===== src/rtl/btlp_fifo.sv =====
// ----------------------------------------------------------------------------
// btlp_fifo
// two-entry queue with full and empty flags
// ----------------------------------------------------------------------------
module btlp_fifo #(
    parameter type T = logic
) (
    input  logic clk,
    input  logic rst_n,
    input  logic push,
    input  T     data_in,
    output logic full,
    input  logic pop,
    output T     data_out,
    output logic empty
);

    T           mem_reg [2];
    logic       wr_ptr_reg;
    logic       rd_ptr_reg;
    logic [1:0] count_reg;
    logic       do_push;
    logic       do_pop;

    assign full     = (count_reg == 2'd2);
    assign empty    = (count_reg == 2'd0);
    assign do_push  = push && !full;
    assign do_pop   = pop && !empty;
    assign data_out = mem_reg[rd_ptr_reg];

    always_ff @(posedge clk or negedge rst_n)
    begin
        if (!rst_n)
        begin
            wr_ptr_reg <= 1'b0;
            rd_ptr_reg <= 1'b0;
            count_reg  <= 2'd0;
        end
        else
        begin
            if (do_push) wr_ptr_reg <= !wr_ptr_reg;
            if (do_pop)  rd_ptr_reg <= !rd_ptr_reg;
            if (do_push && !do_pop)      count_reg <= count_reg + 2'd1;
            else if (do_pop && !do_push) count_reg <= count_reg - 2'd1;
        end
    end

    always_ff @(posedge clk)
    begin
        if (do_push) mem_reg[wr_ptr_reg] <= data_in;
    end

endmodule


===== config.mk =====
export PLATFORM = sky130hd
export DESIGN_NAME = btlp_fifo
export DESIGN_NICKNAME = d
export VERILOG_FILES = /design/src/rtl/btlp_fifo.sv
export SDC_FILE = /design/constraint.sdc
export NUM_CORES = 1
export LEC_CHECK = 0
export ABC_AREA = 1
export BUFFER_PORTS_ARGS = -buffer_cell sky130_fd_sc_hd__buf_4
export CAP_MARGIN = 20
export CORE_AREA = 2 2 39 41
export CTS_CLUSTER_SIZE = 20
export DETAILED_ROUTE_END_ITERATION = 16
export DIE_AREA = 0 0 41 43
export GPL_TIMING_DRIVEN = 0
export REMOVE_ABC_BUFFERS = 1
export SYNTH_ARGS = -nofsm -noshare
export SYNTH_HDL_FRONTEND = slang
export SYNTH_SLANG_ARGS = --single-unit

===== constraint.sdc =====
create_clock -name clk -period 2 [get_ports clk]
set_input_delay 0.4 -clock clk [delete_from_list [all_inputs] [get_ports clk]]
set_output_delay 0.4 -clock clk [all_outputs]
set_load 0.005 [all_outputs]

==> results_tabular.tex <==
\begin{tabular}{lr}
\hline
Metric & Value \\
\hline
\multicolumn{2}{l}{\textbf{Run status}} \\
\quad Result of the run & completed \\
\multicolumn{2}{l}{\textbf{CTS}} \\
\quad Resized cells post-CTS & 0 \\
\quad Clock buffer depth & 2 \\
\quad Library cell used as clock root buffer & clkbuf\_4 \\
\quad Skew-Pair Late Insertion Delay & 240 ps \\
\quad Clock tree from TritonCTS & yes \\
\quad Number of buffers created by CTS & 3 \\
\quad Number of clock sinks & 6 \\
\quad Maximum level of the CTS H-tree & 1 \\
\quad Clock slew at the register clock pins of the worst setup and hold paths & 40 ps \\
\multicolumn{2}{l}{\textbf{Floorplanning}} \\
\quad Core area & 1380 µm² \\
\quad Width of the die & 41 µm \\
\quad Die outline height & 43 µm \\
\quad Starting utilization of the core area & 22.1\% \\
\quad Total number of placement rows & 14 \\
\quad Die area & 1760 µm² \\
\quad Boundary pin count & 8 \\
\multicolumn{2}{l}{\textbf{Global routing}} \\
\quad Number of global-route vias before repair & 260 \\
\quad Global-route usage over all layers & 8.22\% \\
\quad Total gr overflow & 0 \\
\quad Maximum number of pins on one net before global-route repair & 8 \\
\quad Global-route wire length before repair & 938 µm \\
\quad Number of antenna violations at the first check in global routing & 0 \\
\multicolumn{2}{l}{\textbf{STA}} \\
\quad Final number of setup-violating endpoints & 0 \\
\quad Final hold vios & 0 \\
\quad Final setup skew & 1.03 ps \\
\quad Actual transition at the worst max-transition pin & 260 ps \\
\quad Final critical-path share of the clock period & 69.8\% \\
\quad Maximum clock frequency & 0.716 GHz \\
\quad Worst max-slew margin expressed relative to the limit & 82.5\% \\
\quad Setup TNS & 0 ps \\
\quad Final slew viol count & 0 \\
\quad Min Tclk post-route & 1400 ps \\
\quad Setup repair after global routing missed its margin & false \\
\multicolumn{2}{l}{\textbf{Logic synthesis}} \\
\quad Synthesis Warnings & 0 \\
\quad Count of mapped cells out of synthesis & 37 \\
\quad Number of register bits inferred by synthesis & 6 \\
\quad Cell types with the largest area share after synthesis & dfrtp\_1 33\%, edfxtp\_1 20\%, nand2\_1 15\% \\
\quad Number of distinct library cell variants in the gate-level netlist after synthesis & 12 \\
\quad Share of the yosys chip area belonging to registers & 52.5\% \\
\quad Post-Synthesis Mean Instance Area & 8.25 µm² \\
\quad Synth area leader & dfrtp\_1 \\
\quad Cell area after synthesis & 305 µm² \\
\quad Share of Yosys cell area claimed by the top area cell type & 32.8\% \\
\multicolumn{2}{l}{\textbf{Routing}} \\
\quad Detailed Route Iter0 Violations & 2 \\
\quad Overall routed net length & 497 µm \\
\quad WL per Instance & 7.77 µm \\
\quad Residual antenna-violating net count after detailed routing & 0 \\
\quad DRC violation count after routing & 0 \\
\quad First-pass iteration count of the detailed router & 2 \\
\quad DR vias & 256 \\
\quad Via/cell ratio & 4.00 \\
\multicolumn{2}{l}{\textbf{Power and ir drop}} \\
\quad Leak pwr & 0.220 nW \\
\quad Max VDD drop & 0.000545 V \\
\quad Total power per unit cell area & 1410 nW/µm² \\
\quad Overall power of the completed layout & 0.580 mW \\
\multicolumn{2}{l}{\textbf{Cells and area}} \\
\quad Layout Area Growth over Synthesis & 34.4\% \\
\quad Antenna diodes & 0 \\
\quad Commonest non-fill, non-tap cell in the layout & nand2\_1 \\
\quad Fin area & 410 µm² \\
\quad Nets@finish & 56 \\
\quad Filler instances & 146 \\
\quad Commonest cells after routing, fill and taps aside & 12 x nand2\_1, 8 x inv\_1, 7 x buf\_4 \\
\quad Fraction of final layout cells with drive strength greater than 1 & 25.0\% \\
\multicolumn{2}{l}{\textbf{Job}} \\
\quad Number of maximum-capacitance constraint violations & 0 \\
\multicolumn{2}{l}{\textbf{Setup path}} \\
\quad Worst reg2reg endpoint & count\_reg[1] \\
\quad Startpoint of the worst-slack reg-to-reg timing path & count\_reg[0] \\
\quad CP Launch Type & register \\
\quad Worst reg-to-reg setup slack & 600 ps \\
\quad Maximum net fanout on the critical path & 7 \\
\quad Worst reg-to-reg path cell count & 6 \\
\quad Required @ worst endpoint & 2130 ps \\
\quad CP arrival & 1530 ps \\
\quad Capturing element type of the critical path & register \\
\quad Kind of critical path & reg2reg \\
\multicolumn{2}{l}{\textbf{Placed design}} \\
\quad Placed cell areas & 378 µm² \\
\quad Buffers on Ports & 7 \\
\quad HPWL after detailed placement & 398 µm \\
\quad Placer Congestion & 0.709 \\
\multicolumn{2}{l}{\textbf{Min path}} \\
\quad Class of the most critical hold timing path & in2reg \\
\quad Cell depth of the worst min-delay path & 1 \\
\quad Critical hold path startpoint & data\_in \\
\quad Worst Hold End & mem\_reg[1] \\
\hline
\end{tabular}
[metrics by stage]
stage | cells | util [%] | setup slack [ps] | hold slack, ps
after floorplan | 37 | - | 715 | 104
after global placement | 60 | 27.3 | 588 | 198
after detailed placement | 60 | 27.3 | 590 | 199
after CTS | 64 | 29.7 | 571 | 336
after global routing | 64 | 29.7 | 504 | 329
final | 64 | 29.7 | 604 | 345
[worst max-delay path, stage by stage, from the launching register on]
cell     delay (ps)
dfrtp_1         450
o21ai_0         280
ha_1            300
inv_1            80
nand3_1          80
nand2_1          60
nand2_1          40
[worst max path at each step]
stage	startpoint	to	slack, ps	cells after the start
6_report	count_reg[0]	count_reg[1]	600	6
4_1_cts	count_reg[0]	count_reg[1]	570	6
2_1_floorplan	count_reg[0]	count_reg[1]	710	7
3_3_place_gp	count_reg[0]	count_reg[1]	590	6
5_1_grt	count_reg[0]	count_reg[1]	500	6
3_5_place_dp	count_reg[0]	count_reg[1]	590	6
[Yosys cell counts]
cell type / count
nand4_1: 1
xnor2_1: 1
edfxtp_1: 2
nor2_2: 2
nand2_1: 12
o21ai_0: 2
nor2_1: 2
dfrtp_1: 4
nand3_1: 1
inv_1: 8
ha_1: 1
nand3b_1: 1
[layer usage]
metal	part of all wire, %	vias to the layer above	GRT usage, %
met5	0	-	0
met4	0	0	2.00
met3	8.9	0	6.28
met2	42	9	11.6
met1	49	113	9.67
li1	-	134	-
[cell type report]
cell class	instances	area [µm²]	area share, %
clock buffers	3	22.5	5.49
flip-flops and latches	6	160	39.0
well taps	16	20.0	4.88
inverters	8	30.0	7.32
multi-input cells	23	115	28.0
repair buffers	8	62.6	15.2
[what timing repair did]
item | 4_1_cts | 5_1_grt
hold buffers | 1 | 0
setup buffers | 0 | 0
endpoints found under the hold margin | 4 | 0
[report_power, final]
group          switching [mW]  leakage, nW  internal [mW]
logic                   0.128        0.140          0.119
clock network          0.0404       0.0138         0.0677
registers              0.0427       0.0665          0.182
[kinds of logic after synthesis]
family	share of synthesized area [%]
DFF	52.5
adders and majority gates	4.10
AOI/OAI and AO/OA	3.28
xor gates and xnor gates	2.87
buffers and inverters	9.84
and+or+nand+nor	27.5
(Power assumes the default switching activity.)
