[src/rtl/btlp_pkg.sv]
// ----------------------------------------------------------------------------
// btlp_pkg
// shared types, constants and helpers of the two-level branch target predictor
// ----------------------------------------------------------------------------
package btlp_pkg;

    localparam int DATA_W          = 32;
    localparam int TAG_W           = 30;
    localparam int ENTRY_FIELD_W   = 10;   // holds any entry index up to 1024 entries
    localparam int PCX_W           = 16;   // widest history index
    localparam int MAX_ENTRIES_DEF = 32;
    localparam int MAX_HISTORY_DEF = 8;

    // counter value everywhere after reset
    localparam logic [1:0] CNT_RESET = 2'd1;

    localparam logic KIND_PREDICT = 1'b0;
    localparam logic KIND_UPDATE  = 1'b1;

    localparam logic [1:0] XOR_NONE = 2'd0;
    localparam logic [1:0] XOR_LOW  = 2'd1;
    localparam logic [1:0] XOR_HIGH = 2'd2;

    typedef enum logic [2:0] {
        REG_ENTRY_COUNT     = 3'd0,
        REG_HISTORY_BITS    = 3'd1,
        REG_TAG_BITS        = 3'd2,
        REG_DEFAULT_COUNTER = 3'd3,
        REG_SHARED_HISTORY  = 3'd4,
        REG_SHARED_COUNTERS = 3'd5,
        REG_XOR_MODE        = 3'd6
    } reg_index_t;

    typedef struct packed {
        logic [5:0] entry_count;
        logic [3:0] history_bits;
        logic [4:0] tag_bits;
        logic [1:0] default_counter;
        logic       shared_history;
        logic       shared_counters;
        logic [1:0] xor_mode;
    } cfg_t;

    typedef struct packed {
        logic              kind;
        logic [DATA_W-1:0] pc;
        logic [DATA_W-1:0] actual_target;
        logic              was_taken;
        logic [DATA_W-1:0] offered_target;
    } in_t;

    typedef struct packed {
        logic              predict_taken;
        logic [DATA_W-1:0] predicted_target;
        logic [DATA_W-1:0] branch_total;
        logic [DATA_W-1:0] flush_total;
    } out_t;

    // classified item handed from front to back
    typedef struct packed {
        in_t                      item;
        logic [ENTRY_FIELD_W-1:0] entry;
        logic [TAG_W-1:0]         tag;
        logic [PCX_W-1:0]         pcx;
        logic [DATA_W-1:0]        pc_plus4;
    } job_t;

    // history mask for the configured width, clamped to 1..max_h
    function automatic logic [PCX_W-1:0] hist_mask(input logic [3:0] bits, input int max_h);
        int h;
        h = int'(bits);
        if (h < 1) h = 1;
        if (h > max_h) h = max_h;
        hist_mask = PCX_W'((32'd1 << h) - 32'd1);
    endfunction

endpackage

[src/rtl/btlp_front.sv]
// ----------------------------------------------------------------------------
// btlp_front
// classifies an incoming transaction: entry index, tag, xor bits, pc plus 4
// ----------------------------------------------------------------------------
module btlp_front #(
    parameter int MAX_ENTRIES = btlp_pkg::MAX_ENTRIES_DEF,
    parameter int MAX_HISTORY = btlp_pkg::MAX_HISTORY_DEF
) (
    input  btlp_pkg::cfg_t cfg,
    input  btlp_pkg::in_t  item,
    output btlp_pkg::job_t job
);

    localparam int EF = btlp_pkg::ENTRY_FIELD_W;

    logic [EF:0]                   n_entries;
    logic [EF:0]                   e_mask;
    logic [EF:0]                   e_full;
    logic [4:0]                    t_bits;
    logic [btlp_pkg::TAG_W-1:0]    t_mask;
    logic [btlp_pkg::PCX_W-1:0]    h_mask;
    logic [btlp_pkg::PCX_W-1:0]    pc_sel;

    always_comb
    begin
        if (cfg.entry_count == 6'd0)
            n_entries = (EF+1)'(1);
        else if (32'(cfg.entry_count) > 32'(MAX_ENTRIES))
            n_entries = (EF+1)'(MAX_ENTRIES);
        else
            n_entries = (EF+1)'(cfg.entry_count);
        e_mask = n_entries - (EF+1)'(1);
        e_full = item.pc[EF+2:2] & e_mask;

        t_bits = (cfg.tag_bits > 5'd30) ? 5'd30 : cfg.tag_bits;
        t_mask = btlp_pkg::TAG_W'((64'd1 << t_bits) - 64'd1);

        h_mask = btlp_pkg::hist_mask(cfg.history_bits, MAX_HISTORY);
        case (cfg.xor_mode)
            btlp_pkg::XOR_LOW:  pc_sel = item.pc[btlp_pkg::PCX_W+1:2];
            btlp_pkg::XOR_HIGH: pc_sel = item.pc[btlp_pkg::PCX_W+15:16];
            default:            pc_sel = '0;
        endcase

        job.item     = item;
        job.entry    = e_full[EF-1:0];
        job.tag      = item.pc[btlp_pkg::TAG_W+1:2] & t_mask;
        job.pcx      = pc_sel & h_mask;
        job.pc_plus4 = item.pc + 32'd4;
    end

endmodule

[config.mk]
export PLATFORM = sky130hd
export DESIGN_NAME = btlp_front
export DESIGN_NICKNAME = d
export VERILOG_FILES = /design/src/rtl/btlp_pkg.sv /design/src/rtl/btlp_front.sv
export SDC_FILE = /design/constraint.sdc
export NUM_CORES = 1
export LEC_CHECK = 0
export BUFFER_PORTS_ARGS = -buffer_cell sky130_fd_sc_hd__buf_4
export CAP_MARGIN = 20
export CORE_AREA = 8 8 111 113
export DETAILED_ROUTE_END_ITERATION = 7
export DIE_AREA = 0 0 119 121
export PLACE_DENSITY = 0.59
export SLEW_MARGIN = 25
export SYNTH_ARGS = -nofsm -noshare
export SYNTH_HDL_FRONTEND = slang
export SYNTH_SLANG_ARGS = --single-unit
[constraint.sdc]
create_clock -name vclk -period 3.8
set_clock_uncertainty 0.1 [all_clocks]
set_input_delay 0.76 -clock vclk [all_inputs]
set_output_delay 0.76 -clock vclk [all_outputs]
set_load 0.005 [all_outputs]
==> flow_summary.ini, run 1 <==
[timing]
finalSetupViolCount = 0
hold_violations = 0
fmax_mhz = 286
drv_slew = 0
period_minus_slack_ns = 3.50
setup_tns_ns = 0
fin_crit_sh = 0.921
rsz0062_at_grt = false

[placed_design]
place.gp.congestion = 0.776
dpl.hpwl_um = 8790
port_buffers = 156
place_area_um2 = 3050

[detailed_routing]
drt_iter0_drc = 106
ant_nets = 0
wire_per_inst_um = 19.2
firstDrtPassIters = 4
drt-total-wl_um = 10700
via_per_inst = 4.85
vias = 2714
drc_errors = 0

[synthesis]
ys_warn_count = 0
syn_area_um2 = 2460
synthCells = 371
synth_area_per_cell_um2 = 6.64
synth.area.top_cells = buf_4 33%, xnor2_1 8.5%, nand3_1 4.1%
ys_seq_area_frac = 0
synth.distinct_cells = 45
yosys.area.top_type_share = 0.326
synth_largest_area_cell = buf_4

[worst_setup_path]
crit_path_max_fanout = 14
crit_path_top_delay_cell = nor2_1
slowest_delay_ns = 0.31
worstSetupEndpointType = output pin
critPathArrivalTime_ns = 2.64
path_common_cell = buf_4
critPathBufInv = 3
crit_path_cell_trace = buf_4, nor2_1, nand3_1, ha_1, buf_4, nor3b_1, mux2i_1, nor3_1, o21a_1, buf_4
critPathLaunchType = primary input
worstPathRequired_ns = 2.94
path_class = in -> out
critPathTopFamily = simple AND/OR/NAND/NOR gates

[final_layout]
drive_gt1_frac = 0.426
syn_to_final_growth_pct = 23.8
nClkBuffers = 0
fin_nets = 547
seq_cells = 0
n_antenna_cell = 0
fin_area_um2 = 3050
regArea_um2 = 0

[hold_path]
hold_start = item[16]
hold_depth = 0
hold_class = in -> out
hold_path_end = job[104]

[global_routing]
antenna_found_initial = 0
grt_max_degree = 25
grt-busiest-layer = met2
grtUsageTotal = 0.138
met1_usage = 0.169
first_global_vias = 2821
grt_use_met2 = 0.231
grt_overflow = 0
met3_usage = 0.0428
grt_pass1_wl_um = 16200

[run]
maxCapViolCount = 0

[power_and_ir_drop]
power_uw = 323
ir_drop_uv = 54.5
leakagePower_uw = 0.00143
powerDensity_nw_per_um2 = 106

[floorplanning]
die_area_um2 = 14400
dieHeight_um = 121
io_pins = 305
num_rows = 38
start_util = 0.232
dieWidth_um = 119
design.core.area_um2 = 10600

[run_status]
outcome = finished, final reports clean

[cts]
cts_hold_buf = 0
[final cells by class]
cell class,count,area (um^2)
fill,1178,7550
inverter,9,33.8
timing repair buffer,166,1250
multi-input combinational,245,1600
tap,140,175
[logic make-up after synthesis]
group / synth area share
buffers and inverters: 0.364
other: 0.00305
adders and majority gates: 0.0305
and+or+nand+nor: 0.315
muxes: 0.00863
AOI/OAI and AO/OA: 0.169
xor gates and xnor gates: 0.110
[cells in the mapped netlist (9+ instances only)]
master	count
buf_4	107
xnor2_1	24
nand3_1	20
nor2_1	19
nor3_1	17
o21ai_0	17
clkbuf_1	16
nand2_1	16
and2_1	14
a22oi_1	13
a21oi_1	11
inv_1	9
[cells in the final DEF (no fill, tap or decap), drive strengths merged, types with 8 or more instances in the layout]
master  count
o21ai      17
nand3      21
nor2       19
nor3       17
nand2      16
and3        8
a22oi      13
xnor2      24
a21oi      11
conb        8
and2       16
inv         9
buf       166
[repair_timing]
item,CTS,global route
setup buffers,0,0
setup endpoints to repair,0,1
resized for setup,0,1
[report_power, final]
group / switching (uW) / internal (uW)
sequential: 0 / 0
combinational: 161 / 162
clock: 0 / 0
total: 161 / 162
[worst max-delay path by stage]
| stage | startpoint | to | slack (ns) | cells past startpoint |
|---|---|---|---|---|
| 3_5_place_dp | cfg[7] | job[70] | 0.25 | 9 |
| 6_report | cfg[7] | job[66] | 0.30 | 10 |
| 3_3_place_gp | cfg[7] | job[68] | 0.27 | 8 |
| 4_1_cts | cfg[7] | job[70] | 0.25 | 9 |
| 5_1_grt | cfg[7] | job[64] | 0.06 | 9 |
| 2_1_floorplan | cfg[6] | job[76] | 0.53 | 8 |
[metrics by stage]
step / utilization / std cells / hold slack, ns / setup slack [ns]
finish: 0.288 / 560 / 1.42 / 0.300
global route: 0.288 / 560 / 1.42 / 0.0559
CTS: 0.287 / 560 / 1.42 / 0.247
detailed placement: 0.287 / 560 / 1.42 / 0.250
global placement: 0.287 / 560 / 1.42 / 0.270
floorplan: - / 377 / 1.45 / 0.534
[layer usage]
metal / routed length [um] / vias up
met5: 0 / -
met4: 215 / 0
met3: 1070 / 32
met2: 5010 / 164
met1: 4450 / 1259
li1: - / 1259
No activity file was read; power rests on OpenSTA's default activity.
==> run 2, diff against run 1 <==
CORE_AREA = 2 2 118 120   (was 8 8 111 113)
DIE_AREA = 0 0 120 122   (was 0 0 119 121)
MAX_ROUTING_LAYER = met4   (was not set)
PLACE_DENSITY = 0.49   (was 0.59)
==> run 2 against run 1 <==
  * Wire length is 6.5% lower
  * First-iteration DRC count fell by 3.8%
  * Cell area is 0.78% higher
  * Count of clock-buffer cells in the layout unchanged
  * Flip-flop and latch count did not move
  * Sequential share of layout area unchanged
  * Maximum frequency is 0.97% higher
  * Die area increased by 1.7%
  * Setup slack better by 0.034 ns
==> flow_summary.ini, run 2 (synthesis results as in run 1) <==
[worst_setup_path]
critPathBufInv = 2
critPathLaunchType = primary input
path_common_cell = buf_4
critPathTopFamily = simple AND/OR/NAND/NOR gates
critPathArrivalTime_ns = 2.61
crit_path_max_fanout = 16
slowest_delay_ns = 0.43
crit_path_top_delay_cell = nor4bb_1
path_class = in -> out
worstPathRequired_ns = 2.94
crit_path_cell_trace = buf_4, nor2_2, nand3_1, ha_1, nor4bb_1, a22oi_1, o22ai_1, and2_1, buf_4
worstSetupEndpointType = output pin

[global_routing]
grtUsageTotal = 0.130
first_global_vias = 2481
antenna_found_initial = 0
grt_pass1_wl_um = 14600
grt_overflow = 0
grt_max_degree = 25

[run]
maxCapViolCount = 0

[floorplanning]
dieWidth_um = 120
num_rows = 43
dieHeight_um = 122
design.core.area_um2 = 13500
start_util = 0.183
die_area_um2 = 14600
io_pins = 305

[final_layout]
multi_input_area_um2 = 1590
final_core_util = 0.228
fin_cells = 597
nFillCells = 1532
fin_nets = 544
regArea_um2 = 0
n_antenna_cell = 0
layout.cells.most_common = buf_4
syn_to_final_growth_pct = 24.8
nClkBuffers = 0
seq_cells = 0
drive_gt1_frac = 0.422
fin_area_um2 = 3080
final_cell_mix = 163 x buf_4, 24 x xnor2_1, 20 x nand3_1

[placed_design]
place.gp.congestion = 0.828
port_buffers = 156
place_ws_ns = 0.256
placed_cells = 597
place_area_um2 = 3070
dpl.hpwl_um = 8120

[timing]
fin_crit_sh = 0.912
rsz0062_at_grt = false
setup_ws_ns = 0.333
finalSetupViolCount = 0
setup_tns_ns = 0
hold_violations = 0
relSlewSlack = 0.583
drv_slew = 0
period_minus_slack_ns = 3.47
fmax_mhz = 288
tightest_slew_ns = 0.621

[cts]
post-cts-setup-buffers = 0

[detailed_routing]
wire_per_inst_um = 16.8
drc_errors = 0
drt-total-wl_um = 10000
ant_nets = 0
drt_iter0_drc = 102
firstDrtPassIters = 4
vias = 2643
via_per_inst = 4.43

[hold_path]
hold_class = in -> out

[run_status]
outcome = finished, final reports clean

[power_and_ir_drop]
leakagePower_uw = 0.00141
powerDensity_nw_per_um2 = 104
ir_drop_uv = 42.9
-- run 2: area by class of cell --
type / count / share of cell area
timing repair buffer: 163 / 0.398
multi-input combinational: 245 / 0.518
inverter: 9 / 0.0110
tap: 180 / 0.0732
-- run 2: through the flow --
step / total power (uW) / hold WS [ns]
floorplan: 205 / 1.45
global placement: 321 / 1.42
detailed placement: 323 / 1.42
CTS: 324 / 1.42
global route: 350 / 1.42
finish: 319 / 1.42
-- run 2: layer usage --
metal,track usage,share of wire
met1,0.163,0.42
met2,0.215,0.49
met3,0.0206,0.068
met4,0.0360,0.026
met5,-,0
-- run 2: worst paths after layout --
| check | slack, ns | cells past startpoint | from | endpoint |
|---|---|---|---|---|
| worst max-delay path | 0.33 | 9 | cfg[7] | job[70] |
| worst min-delay path | 1.42 | 0 | item[65] | job[0] |
-- run 2: what timing repair did --
item	in CTS	in global routing
hold endpoints to repair	0	0
hold buffers	0	0
resized for setup	0	1
setup endpoints to repair	0	4
-- run 2: where the power goes --
group          switching (uW)  internal [uW]
Combinational             159            160
Clock                       0              0
Sequential                  0              0
==> run 3, diff against run 2 <==
PLACE_DENSITY = 0.57   (was 0.49)
==> run 3 against run 2 <==
  * Cell count fell by 0.17%
  * Worst hold slack did not move
  * Largest power group unchanged
  * Cell area fell by 0.33%
  * First-iteration DRC count fell by 38%
  * Non-clock buffer count fell by 1
  * Critical path depth did not move
  * Maximum frequency fell by 2.7%
==> flow_summary.ini, run 3 (synthesis results as in run 1) <==
[global_routing]
grt_pass1_wl_um = 15600
grtUsageTotal = 0.140
antenna_found_initial = 0
grt_overflow = 0
grt_max_degree = 25
first_global_vias = 2609

[floorplanning]
num_rows = 43
dieHeight_um = 122
dieWidth_um = 120
design.core.area_um2 = 13500
start_util = 0.183
die_area_um2 = 14600
io_pins = 305

[worst_setup_path]
critPathLaunchType = primary input
critPathArrivalTime_ns = 2.70
slowest_delay_ns = 0.53
worstPathRequired_ns = 2.94
crit_path_max_fanout = 24
crit_path_cell_trace = buf_4, nor2_1, nand3_1, ha_1, nor4bb_1, a22oi_1, o22ai_1, and2_1, buf_4
worstSetupEndpointType = output pin
path_class = in -> out
path_common_cell = buf_4
crit_path_top_delay_cell = nor4bb_1

[detailed_routing]
drt_iter0_drc = 63
drt-total-wl_um = 10800
via_per_inst = 4.48
drc_errors = 0
vias = 2671
firstDrtPassIters = 4
wire_per_inst_um = 18.1
ant_nets = 0

[power_and_ir_drop]
power.switching_uw = 161
leakagePower_uw = 0.00141
pwr-share-seq = 0
power_frac_comb = 1.000
swShare = 0.503
pwr-share-clk = 0
p_int_uw = 159
ir_drop_uv = 37.0
powerDensity_nw_per_um2 = 104

[timing]
fmax_mhz = 281
rsz0062_at_grt = false
tightest_slew_ns = 0.556
drv_slew = 0
relSlewSlack = 0.624
setup_tns_ns = 0
period_minus_slack_ns = 3.56
hold_violations = 0
fin_crit_sh = 0.937
finalSetupViolCount = 0

[cts]
cts-resized-gates = 0
post-cts-setup-buffers = 0
cts_hold_buf = 0

[final_layout]
final_cell_mix = 162 x buf_4, 24 x xnor2_1, 20 x nand3_1
nFillCells = 1557
drive_gt1_frac = 0.418
nClkBuffers = 0
n_antenna_cell = 0
seq_cells = 0
multi_input_area_um2 = 1590
regArea_um2 = 0
layout.cells.most_common = buf_4
fin_nets = 543
final_core_util = 0.227
syn_to_final_growth_pct = 24.4

[hold_path]
hold_depth = 0
hold_path_end = job[106]
hold_start = item[18]
hold_class = in -> out

[placed_design]
place.gp.congestion = 0.739
port_buffers = 156
dpl.hpwl_um = 8680

[run]
maxCapViolCount = 0

[run_status]
outcome = finished, final reports clean
run 3: cell types whose count changed in the layout (fill, tap and decap cells not counted):
cell,before,now
buf_4,163,162
nor2_1,18,19
nor2_2,1,0
run 3: power by group through the flow:
stage / Clock [uW] / Combinational [uW] / Sequential [uW]
detailed placement: 0 / 324 / 0
CTS: 0 / 325 / 0
global route: 0 / 351 / 0
floorplan: 0 / 205 / 0
finish: 0 / 320 / 0
global placement: 0 / 321 / 0
run 3: per-stage QoR:
| stage | instance area, um^2 | total power, uW | instances | hold WS [ns] | setup WS, ns |
|---|---|---|---|---|---|
| global route | 3070 | 351 | 596 | 1.42 | 0.103 |
| global placement | 3070 | 321 | 596 | 1.42 | 0.299 |
| finish | 3070 | 320 | 596 | 1.42 | 0.239 |
| detailed placement | 3070 | 324 | 596 | 1.42 | 0.258 |
| floorplan | 2490 | 205 | 377 | 1.45 | 0.534 |
| CTS | 3070 | 325 | 596 | 1.42 | 0.256 |
run 3: final cells by class:
| cell class | instances | share of cell area |
|---|---|---|
| well taps | 180 | 0.0735 |
| repair buffers | 162 | 0.397 |
| multi-input cells | 245 | 0.519 |
| inverters | 9 | 0.0110 |
run 3: how the worst max path moves through the flow:
| stage | start | to | slack, ns | cells after the start |
|---|---|---|---|---|
| after floorplan | cfg[6] | job[76] | 0.53 | 8 |
| after global placement | cfg[10] | job[76] | 0.30 | 9 |
| after detailed placement | cfg[10] | job[76] | 0.26 | 9 |
| after CTS | cfg[10] | job[76] | 0.26 | 9 |
| after global routing | cfg[10] | job[70] | 0.10 | 9 |
| final | cfg[10] | job[76] | 0.24 | 9 |
run 3: metal layers:
layer	share of wire	GRT usage	wire length (um)	vias up
li1	-	-	-	1247
met1	0.42	0.177	4520	1244
met2	0.48	0.233	5210	154
met3	0.086	0.0323	927	26
met4	0.015	0.0213	161	0
met5	0	-	0	-
run 3: critical path: cells and delay by family:
| kind | cells | cell delay (ns) |
|---|---|---|
| compound gates | 2 | 0.32 |
| fa+ha+maj | 1 | 0.25 |
| buf+inv | 2 | 0.30 |
| simple gates | 4 | 1.08 |
